===== src/rtl/uct_pkg.sv =====
// uct_pkg: shared types and constants for the url component tagger
// holds segment, verdict and phase codes plus the per-character result struct
// no dependencies
`default_nettype none

package uct_pkg;

  localparam int unsigned MaxSegmentLenDefault = 4096;
  localparam int unsigned OffsetW = 12;
  localparam int unsigned ChW = 8;
  localparam int unsigned LimitW = 8;
  localparam logic [LimitW-1:0] PortHostLimitReset = 8'd15;

  // characters with a meaning to the parser
  localparam logic [ChW-1:0] ChColon = 8'h3A;
  localparam logic [ChW-1:0] ChSlash = 8'h2F;
  localparam logic [ChW-1:0] ChQuest = 8'h3F;
  localparam logic [ChW-1:0] ChHash = 8'h23;

  // segment tags
  localparam logic [2:0] SEG_SCHEME = 3'd0;
  localparam logic [2:0] SEG_SEP = 3'd1;
  localparam logic [2:0] SEG_HOST = 3'd2;
  localparam logic [2:0] SEG_PORT = 3'd3;
  localparam logic [2:0] SEG_PATH = 3'd4;
  localparam logic [2:0] SEG_QUERY = 3'd5;
  localparam logic [2:0] SEG_FRAG = 3'd6;
  localparam logic [2:0] SEG_DISCARD = 3'd7;

  // verdict codes, given on the last character
  localparam logic [2:0] VERD_OK = 3'd0;
  localparam logic [2:0] VERD_NO_COLON = 3'd1;
  localparam logic [2:0] VERD_BAD_SCHEME = 3'd2;
  localparam logic [2:0] VERD_NO_SLASH = 3'd3;
  localparam logic [2:0] VERD_HOST_OPEN = 3'd4;
  localparam logic [2:0] VERD_PORT_OPEN = 3'd5;

  typedef enum logic [8:0] {
    PH_SCHEME = 9'b0_0000_0001,
    PH_SLASH1 = 9'b0_0000_0010,
    PH_SLASH2 = 9'b0_0000_0100,
    PH_HOST   = 9'b0_0000_1000,
    PH_PORT   = 9'b0_0001_0000,
    PH_PATH   = 9'b0_0010_0000,
    PH_QUERY  = 9'b0_0100_0000,
    PH_FRAG   = 9'b0_1000_0000,
    PH_ERR    = 9'b1_0000_0000
  } phase_t;

  typedef struct packed {
    logic [2:0]         segment;
    logic [OffsetW-1:0] offset;
    logic               url_done;
    logic [2:0]         verdict;
  } uct_result_t;

endpackage

`default_nettype wire


===== src/rtl/uct_parse.sv =====
// uct_parse: parse state machine and per-character tagging logic
// state updates on each advance; result is combinational from state and char
// depends on uct_pkg
`default_nettype none

module uct_parse #(
  parameter int unsigned MAX_SEGMENT_LEN = uct_pkg::MaxSegmentLenDefault
) (
  input  wire logic                       clk,
  input  wire logic                       rst,
  input  wire logic                       advance,
  input  wire logic [uct_pkg::ChW-1:0]    ch,
  input  wire logic                       last,
  input  wire logic [uct_pkg::LimitW-1:0] port_host_limit,
  output uct_pkg::uct_result_t            result
);
  import uct_pkg::*;

  localparam int unsigned CapInt = ((MAX_SEGMENT_LEN - 1) < 4095) ? (MAX_SEGMENT_LEN - 1) : 4095;
  localparam logic [OffsetW-1:0] OffsetCap = OffsetW'(CapInt);

  phase_t             phase, phase_next;
  logic [OffsetW-1:0] seg_off, seg_off_next, seg_off_inc;
  logic               scheme_bad, scheme_bad_next;
  logic [2:0]         error_kind, error_kind_next;
  logic               is_letter;

  assign seg_off_inc = (seg_off < OffsetCap) ? seg_off + 1'b1 : seg_off;
  assign is_letter = ((ch >= 8'h41) && (ch <= 8'h5A)) || ((ch >= 8'h61) && (ch <= 8'h7A));

  always_comb begin
    phase_next = phase;
    seg_off_next = seg_off;
    scheme_bad_next = scheme_bad;
    error_kind_next = error_kind;
    result.segment = SEG_DISCARD;
    result.offset = '0;
    result.url_done = last;
    result.verdict = VERD_OK;

    unique case (phase)
      PH_SCHEME: begin
        if (ch == ChColon) begin
          if (scheme_bad) begin
            error_kind_next = VERD_BAD_SCHEME;
            phase_next = PH_ERR;
          end else begin
            result.segment = SEG_SEP;
            phase_next = PH_SLASH1;
          end
        end else begin
          if (!is_letter) begin
            scheme_bad_next = 1'b1;
          end
          result.segment = SEG_SCHEME;
          result.offset = seg_off;
          seg_off_next = seg_off_inc;
        end
      end
      PH_SLASH1, PH_SLASH2: begin
        if (ch == ChSlash) begin
          result.segment = SEG_SEP;
          result.offset = (phase == PH_SLASH1) ? OffsetW'(1) : OffsetW'(2);
          phase_next = (phase == PH_SLASH1) ? PH_SLASH2 : PH_HOST;
          seg_off_next = '0;
        end else begin
          error_kind_next = VERD_NO_SLASH;
          phase_next = PH_ERR;
        end
      end
      PH_HOST: begin
        if (ch == ChSlash) begin
          result.segment = SEG_SEP;
          phase_next = PH_PATH;
          seg_off_next = '0;
        end else if ((ch == ChColon) && (seg_off <= OffsetW'(port_host_limit))) begin
          result.segment = SEG_SEP;
          phase_next = PH_PORT;
          seg_off_next = '0;
        end else begin
          result.segment = SEG_HOST;
          result.offset = seg_off;
          seg_off_next = seg_off_inc;
        end
      end
      PH_PORT: begin
        if (ch == ChSlash) begin
          result.segment = SEG_SEP;
          phase_next = PH_PATH;
          seg_off_next = '0;
        end else begin
          result.segment = SEG_PORT;
          result.offset = seg_off;
          seg_off_next = seg_off_inc;
        end
      end
      PH_PATH: begin
        if ((ch == ChQuest) || (ch == ChHash)) begin
          result.segment = SEG_SEP;
          phase_next = (ch == ChQuest) ? PH_QUERY : PH_FRAG;
          seg_off_next = '0;
        end else begin
          result.segment = SEG_PATH;
          result.offset = seg_off;
          seg_off_next = seg_off_inc;
        end
      end
      PH_QUERY: begin
        if (ch == ChHash) begin
          result.segment = SEG_SEP;
          phase_next = PH_FRAG;
          seg_off_next = '0;
        end else begin
          result.segment = SEG_QUERY;
          result.offset = seg_off;
          seg_off_next = seg_off_inc;
        end
      end
      PH_FRAG: begin
        result.segment = SEG_FRAG;
        result.offset = seg_off;
        seg_off_next = seg_off_inc;
      end
      default: begin
        // error phase: everything is discarded until the last character
      end
    endcase

    if (last) begin
      priority if (error_kind_next != VERD_OK) begin
        result.verdict = error_kind_next;
      end else if (phase_next == PH_SCHEME) begin
        result.verdict = VERD_NO_COLON;
      end else if ((phase_next == PH_SLASH1) || (phase_next == PH_SLASH2)) begin
        result.verdict = VERD_NO_SLASH;
      end else if (phase_next == PH_HOST) begin
        result.verdict = VERD_HOST_OPEN;
      end else if (phase_next == PH_PORT) begin
        result.verdict = VERD_PORT_OPEN;
      end else begin
        result.verdict = VERD_OK;
      end
      phase_next = PH_SCHEME;
      seg_off_next = '0;
      scheme_bad_next = 1'b0;
      error_kind_next = VERD_OK;
    end
  end

  always_ff @(posedge clk) begin
    if (rst) begin
      phase <= PH_SCHEME;
      seg_off <= '0;
      scheme_bad <= 1'b0;
      error_kind <= VERD_OK;
    end else if (advance) begin
      phase <= phase_next;
      seg_off <= seg_off_next;
      scheme_bad <= scheme_bad_next;
      error_kind <= error_kind_next;
    end
  end

  // a url end always returns the parser to its start state
  a_last_clears: assert property (@(posedge clk) disable iff (rst)
    advance && last |=> (phase == PH_SCHEME) && (seg_off == '0) && !scheme_bad
      && (error_kind == VERD_OK))
    else $error("parser state not cleared after last character");

  // an error is only ever recorded together with the error phase
  a_err_phase: assert property (@(posedge clk) disable iff (rst)
    (error_kind != VERD_OK) |-> (phase == PH_ERR))
    else $error("error kind set outside error phase");

  // the offset counter never passes its cap
  a_off_cap: assert property (@(posedge clk) disable iff (rst)
    seg_off <= OffsetCap)
    else $error("segment offset beyond cap");

endmodule

`default_nettype wire


===== src/rtl/url_component_tagger_core.sv =====
// url_component_tagger_core: top level of the url component tagger
// input register, parse logic (uct_parse) and result register
// depends on uct_pkg and uct_parse
//
// usage
//   characters of a url enter on the s_axis channel, one per transaction;
//   s_axis_tdata holds the character, s_axis_tlast marks the final one
//   every character yields exactly one result transaction on m_axis:
//   m_axis_tuser is the segment tag, m_axis_tdata carries the offset within
//   the segment and, on the last character, the verdict; m_axis_tlast
//   repeats the url end
//   the port_host_limit register is written through cfg_wr_en/cfg_wr_data; the user
//   must write it only while the block is idle, the block does not enforce this; reset value is 15
// timing
//   each result passes through the input register, then the result register;
//   one character per cycle sustained while m_axis_tready stays high, set by
//   the state update in the parse logic
// reset and stalls
//   rst (synchronous) empties both registers, returns the parser to the
//   scheme phase and reloads port_host_limit
//   when the receiver holds m_axis_tready low the result register holds,
//   the input register still fills once, then s_axis_tready drops
`default_nettype none

module url_component_tagger_core #(
  parameter int unsigned MAX_SEGMENT_LEN = uct_pkg::MaxSegmentLenDefault
) (
  input  wire logic        clk,
  input  wire logic        rst,
  // configuration: port_host_limit
  input  wire logic        cfg_wr_en,
  input  wire logic [7:0]  cfg_wr_data,
  // input characters
  input  wire logic        s_axis_tvalid,
  output logic             s_axis_tready,
  input  wire logic [7:0]  s_axis_tdata,   // [7:0] ch
  input  wire logic        s_axis_tlast,   // last
  // tagged results
  output logic             m_axis_tvalid,
  input  wire logic        m_axis_tready,
  output logic [15:0]      m_axis_tdata,   // [11:0] offset, [14:12] verdict, [15] zero
  output logic [2:0]       m_axis_tuser,   // [2:0] segment
  output logic             m_axis_tlast    // url_done
);
  import uct_pkg::*;

  logic [LimitW-1:0] port_host_limit;

  // input register
  logic           in_valid;
  logic [ChW-1:0] in_ch;
  logic           in_last;

  // result register
  logic        out_valid;
  uct_result_t out_res;

  uct_result_t res_next;
  logic        out_free;
  logic        advance;

  // the result register frees up when empty or drained this cycle
  assign out_free = !out_valid || m_axis_tready;
  // the held character moves into the result register and updates the parser
  assign advance = in_valid && out_free;
  assign s_axis_tready = !in_valid || out_free;

  always_ff @(posedge clk) begin
    if (rst) begin
      port_host_limit <= PortHostLimitReset;
    end else if (cfg_wr_en) begin
      port_host_limit <= cfg_wr_data;
    end
  end

  always_ff @(posedge clk) begin
    if (rst) begin
      in_valid <= 1'b0;
    end else if (s_axis_tready) begin
      in_valid <= s_axis_tvalid;
    end
  end

  always_ff @(posedge clk) begin
    if (s_axis_tready && s_axis_tvalid) begin
      in_ch <= s_axis_tdata;
      in_last <= s_axis_tlast;
    end
  end

  uct_parse #(
    .MAX_SEGMENT_LEN(MAX_SEGMENT_LEN)
  ) u_parse (
    .clk            (clk),
    .rst            (rst),
    .advance        (advance),
    .ch             (in_ch),
    .last           (in_last),
    .port_host_limit(port_host_limit),
    .result         (res_next)
  );

  always_ff @(posedge clk) begin
    if (rst) begin
      out_valid <= 1'b0;
    end else if (out_free) begin
      out_valid <= in_valid;
    end
  end

  always_ff @(posedge clk) begin
    if (advance) begin
      out_res <= res_next;
    end
  end

  assign m_axis_tvalid = out_valid;
  assign m_axis_tdata = {1'b0, out_res.verdict, out_res.offset};
  assign m_axis_tuser = out_res.segment;
  assign m_axis_tlast = out_res.url_done;

  // a verdict is only given on the last character of a url
  a_verdict_on_last: assert property (@(posedge clk) disable iff (rst)
    m_axis_tvalid && !m_axis_tlast |-> (m_axis_tdata[14:12] == VERD_OK))
    else $error("verdict on a character that is not last");

  // discarded characters and separators carry small fixed offsets
  a_discard_off: assert property (@(posedge clk) disable iff (rst)
    m_axis_tvalid && ((m_axis_tuser == SEG_DISCARD) || (m_axis_tuser == SEG_SEP))
      |-> (m_axis_tdata[11:0] <= 12'd2))
    else $error("offset too large for separator or discarded character");

  // the input register never drops a held character while the output stalls
  a_in_hold: assert property (@(posedge clk) disable iff (rst)
    in_valid && !out_free |=> in_valid && $stable(in_ch) && $stable(in_last))
    else $error("input register lost a character under stall");

endmodule

`default_nettype wire

===== config.mk =====
export PLATFORM = sky130hd
export DESIGN_NAME = url_component_tagger_core
export DESIGN_NICKNAME = d
export VERILOG_FILES = /design/src/rtl/uct_pkg.sv /design/src/rtl/uct_parse.sv /design/src/rtl/url_component_tagger_core.sv
export SDC_FILE = /design/constraint.sdc
export NUM_CORES = 1
export LEC_CHECK = 0
export BUFFER_PORTS_ARGS = -buffer_cell sky130_fd_sc_hd__buf_2
export CELL_PAD_IN_SITES_DETAIL_PLACEMENT = 1
export CELL_PAD_IN_SITES_GLOBAL_PLACEMENT = 1
export CORE_UTILIZATION = 35
export DETAILED_ROUTE_END_ITERATION = 16
export GPL_ROUTABILITY_DRIVEN = 0
export PLACE_DENSITY_LB_ADDON = 0.25
export SYNTH_ARGS = -nofsm -noshare
export SYNTH_HDL_FRONTEND = slang
export SYNTH_HIERARCHICAL = 1
export SYNTH_SLANG_ARGS = --single-unit

===== constraint.sdc =====
create_clock -name clk -period 3.1 [get_ports clk]
set_input_delay 0.62 -clock clk [delete_from_list [all_inputs] [get_ports clk]]
set_output_delay 0.62 -clock clk [all_outputs]
set_load 0.02 [all_outputs]

# After elaboration in Yosys (flattened, before gate mapping)

Index checks and enable logic that the tools add are counted.
Widths: inputs -> output; s select.

Register bits: 63
Output and inout port bits: 22
Word-level logic and storage cells: 109

Add/subtract/negate cells: 1
Magnitude comparators: 6
Equal/unequal tests: 20
Mux-type cells: 51
Reduce and logical (&&, ||, !) cells: 18

Operators by type and width:

| cell                  | number |
|---|---|
| $mux 12               | 14 |
| $pmux 15 s7           | 1 |
| $pmux 12 s7           | 1 |
| $mux 9                | 9 |
| $pmux 9 s6            | 1 |
| $mux 3                | 13 |
| $eq 8x6->1 const B    | 4 |
| $eq 9x1->1 const B    | 2 |
| $eq 9x2->1 const B    | 2 |
| $eq 9x3->1 const B    | 2 |
| $eq 9x4->1 const B    | 2 |
| $eq 9x5->1 const B    | 2 |
| $ge 8x7->1 const B    | 2 |
| $le 8x7->1 const B    | 2 |
| $mux 15               | 1 |
| $add 12x1->12 const B | 1 |
| $le 12x8->1           | 1 |
| $lt 12x12->1 const B  | 1 |
| $eq 9x6->1 const B    | 1 |
| $eq 9x7->1 const B    | 1 |
| $eq 9x8->1 const B    | 1 |
| $mux 2                | 4 |
| $mux 8                | 1 |
| $reduce_bool 8->1     | 1 |
| other kinds (13)      | 26 |

# Logic depth before layout (Yosys ltp)

Depth in word-level cells: 11
Mapped depth: 11

# Hierarchy

Netlist, hierarchy kept.

Modules (own cells, without submodules):

| module                    | times used | cells each | area each (um2) | seq. area each (um2) |
|---|---|---|---|---|
| uct_parse                 | 1          | 322        | 2252.2          | 500.5 |
| url_component_tagger_core | 1          | 66         | 1234.9          | 1041.0 |

# Worst setup path before layout

No wires, ideal clock.

Kind: register to register
Start point: reg in_ch[6]
End point: reg out_res, in the netlist m_axis_tdata[12] (data pin)
Setup time: 0.262 ns
Arrival: 2.136 ns
Setup slack: 0.702 ns
Stages on the path, launching flop included: 10
Path through: edfxtp_1 nand4bb_1 or4_1 buf_2 nor4_1 nor4b_1 o2111ai_1 nor3_1 nand4_1 o21ai_0

Word-level cells in the longest chain between the ends: 11
Elaborated cells between the ends (all ways): 30
Classes of those cells: 9 x eq/ne; 17 x mux; 4 x reduce/logical

Ends and longest elaborated chain:

| element                | RTL line                         | text |
|---|---|---|
| start, declared        | url_component_tagger_core.sv:51  | `logic [ChW-1:0] in_ch;` |
| start signal, assigned | url_component_tagger_core.sv:86  | `in_ch <= s_axis_tdata;` |
| $eq 8x6->1             | uct_parse.sv:43, uct_parse.sv:76 |  |
| $logic_and 1x1->1      | uct_parse.sv:76                  | `end else if ((ch == ChColon) && (seg_off <= OffsetW'(port_host_limit))) begin` |
| $mux 9                 | uct_parse.sv:76                  |  |
| $mux 9                 | uct_parse.sv:72                  | `if (ch == ChSlash) begin` |
| $pmux 9 s6             | uct_parse.sv:41                  | `unique case (phase)` |
| $eq 9x5->1             | uct_parse.sv:138                 | `end else if (phase_next == PH_PORT) begin` |
| $mux 3                 | uct_parse.sv:138                 |  |
| $mux 3                 | uct_parse.sv:136                 | `end else if (phase_next == PH_HOST) begin` |
| $mux 3                 | uct_parse.sv:134                 | `end else if ((phase_next == PH_SLASH1) \|\| (phase_next == PH_SLASH2)) begin` |
| $mux 3                 | uct_parse.sv:132                 | `end else if (phase_next == PH_SCHEME) begin` |
| $mux 3 (*)             | uct_parse.sv:130                 | `priority if (error_kind_next != VERD_OK) begin` |
| end signal, assigned   | url_component_tagger_core.sv:113 | `out_res <= res_next;` |
| end, declared          | url_component_tagger_core.sv:56  | `uct_result_t out_res;` |

Every way passes the cells marked *; elsewhere a longest branch is shown, timed or not.
A chain may end at the register's enable or synchronous reset.

==> results.ini <==
[run_status]
outcome = finished clean

[clock_tree]
postCtsResizedCells = 0
h-tree-depth = 3
hold_buffers = 0
clkTransAtPathRegs_ns = 0.07
cts_tree = done
cts_setup_buffers = 0
clk_latency_ns = 0.36
cts_made_buffers = 9
clk_path_buf_depth = 2
root_buffer = clkbuf_8
clock-sinks = 63

[die]
die_x_um = 102
row_count = 36
start_util = 0.358
coreArea_um2 = 9730
io_pins = 44
die_area_um2 = 10400
die_h_um = 102

[yosys]
synth_mux_area_frac = 0.0172
syn_inst = 388
synth_ff_type = dfxtp_1
synth_fa_ha_area_frac = 0.0323
yosysWarnings = 6
synth_compound_area_frac = 0.174
netlist_area_um2 = 3490
synth.avg_cell_area_um2 = 8.99
yosys.area_share.simple = 0.276
synth_area_leaders = edfxtp_1 (24%), dfxtp_1 (20%), nand2_1 (4.1%)
synth_top_area_cell = edfxtp_1
synth_top_family_by_area = simple AND/OR/NAND/NOR gates
syn-num-nets = 419
synth-xor-area-share = 0.00502
yosys.area.top_type_share = 0.241
async_flop_share = 0
ys_types = 61
ys_ff_latch = 63
ys_seq_area_frac = 0.442
synth-edff-count = 28

[finish]
mostFrequentLayoutCells = buf_2 (42), nand2_1 (38), dfxtp_1 (35)
num-nets-final = 461
fin_area_um2 = 4020
multi_input_comb_area_um2 = 1760
final_layout_size_suffix_gt1_frac = 0.175
syn_to_final_growth_pct = 15.1
antennaDiodeCount = 0
seq_area_um2 = 1540
final_common_cell = buf_2
n_fill_cell = 1189

[grt]
antenna_found_initial = 0
grt-ovfl-total = 0
grt_start_max_net_pins = 30
grt_usage = 0.204
grt_pass1_vias = 3171
grt_pass1_wl_um = 15900

[worst_setup_path]
criticalPathCategory = reg2reg
worstPathRequired_ns = 3.20
cp_max_fo = 10
rr_startpoint = in_ch[6]
startpoint_type = flop
worstPathArrival_ns = 2.95
startpoint = in_ch[6]
critPathCaptureType = flop

[placement]
place_area_um2 = 3800
hpwlAfterDp_um = 7050
port_buffers = 42

[routing]
drt-wirelength-per-cell_um = 16.9
drc = 0
dr.pass1.iters = 4
ant_nets = 0
drt-total-wl_um = 9600
drt_iter0_markers = 145
vias = 3099
via_per_inst = 5.46

[sta]
fmax_ghz = 0.351
period_share = 0.920
period_needed_ns = 2.85
timing.hold.ws_ns = 0.434
skew_ns = 0.00910
setup_tns_ns = 0
hold_violations = 0
tightest_slew_ns = 0.663
rsz0062_at_grt = false
setup_viol = 0
slew_viol_final = 0
slew_headroom = 0.554

[min_path]
hold_class = in2reg
hp-start = s_axis_tdata[6]

[run]
drv_cap = 0

[power_and_ir_drop]
powerDensity_nw_per_um2 = 462
vdd_drop_max_uv = 159
power_leakage_uw = 0.00154

-- synth_stat cells, drive strengths merged, types with 2 or more instances --
cell type,count
nand3,21
a31oi,7
nand4,10
edfxtp,28
o211ai,3
nor3b,2
o31ai,2
nor2b,6
nand2b,4
mux2i,6
a211oi,3
a22oi,3
o21a,2
inv,19
xor2,2
buf,11
and2,16
nand2,38
nor4b,2
clkbuf,6
nor4,5
nor3,19
dfxtp,35
or2,2
and3,4
nor2,34
and4bb,2
a21oi,28
a21o,5
and4,3
a211o,4
ha,9
or3,3
o21ai,26
o2111ai,3
-- critical path: stages (launching register included) --
cell and delay [ns]:
edfxtp_1 0.44, nand4bb_1 0.31, or4_1 0.71, nand2_1 0.14, nand3_1 0.13, a21oi_4 0.33, nor2_1 0.24, a32o_1 0.29
-- metrics by stage --
stage | total power (uW) | utilization | instances | worst slack (ns)
CTS | 1880 | 0.413 | 568 | 0.256
floorplan | 1020 | - | 388 | 0.702
detailed placement | 1070 | 0.391 | 552 | 0.270
global route | 1930 | 0.413 | 568 | 0.0439
global placement | 1060 | 0.391 | 552 | 0.390
finish | 1850 | 0.413 | 568 | 0.247
-- power by group --
part | switching [uW] | internal [uW] | leakage, uW
Sequential | 16.9 | 895 | 0.000550
Combinational | 88.4 | 49.2 | 0.000882
Clock | 333 | 472 | 0.000108
Total | 438 | 1420 | 0.00154
-- worst paths after layout --
| path | to | slack, ns | cells after the start |
|---|---|---|---|
| min | in_ch[6] | 0.43 | 1 |
| max | m_axis_tdata[0] | 0.25 | 7 |
| max reg2reg | m_axis_tdata[0] | 0.25 | 7 |
| min reg2reg | m_axis_tvalid | 0.48 | 2 |
-- logic make-up after synthesis --
group	count (synthesis)
buffers and inverters	37
AO/OA/AOI/OAI	94
other	1
XOR/XNOR	2
AND/OR/NAND/NOR	176
flip-flops	63
multiplexers	6
adder cells (fa/ha/maj)	9
-- layout make-up --
type                       count  area share
clock inverter                 4      0.0171
inverter                      20      0.0187
sequential                    63       0.384
multi-input combinational    288       0.439
timing repair buffer          48      0.0636
clock buffer                  12      0.0361
tap                          133      0.0414
-- state kept, by name, summed over array words and instances (netlist names), 3 cells and up --
register	count
m_axis_tdata	15
u_parse/seg_off	12
u_parse/phase	9
in_ch	8
port_host_limit	8
m_axis_tuser	3
u_parse/error_kind	3
-- routing by layer --
metal,track usage,vias to the layer above,part of all wire
met4,0.0989,0,0.018
met5,0,-,0
met2,0.333,70,0.47
met3,0.0383,14,0.037
met1,0.261,1511,0.47
li1,-,1504,-
(Power assumes the default switching activity.)
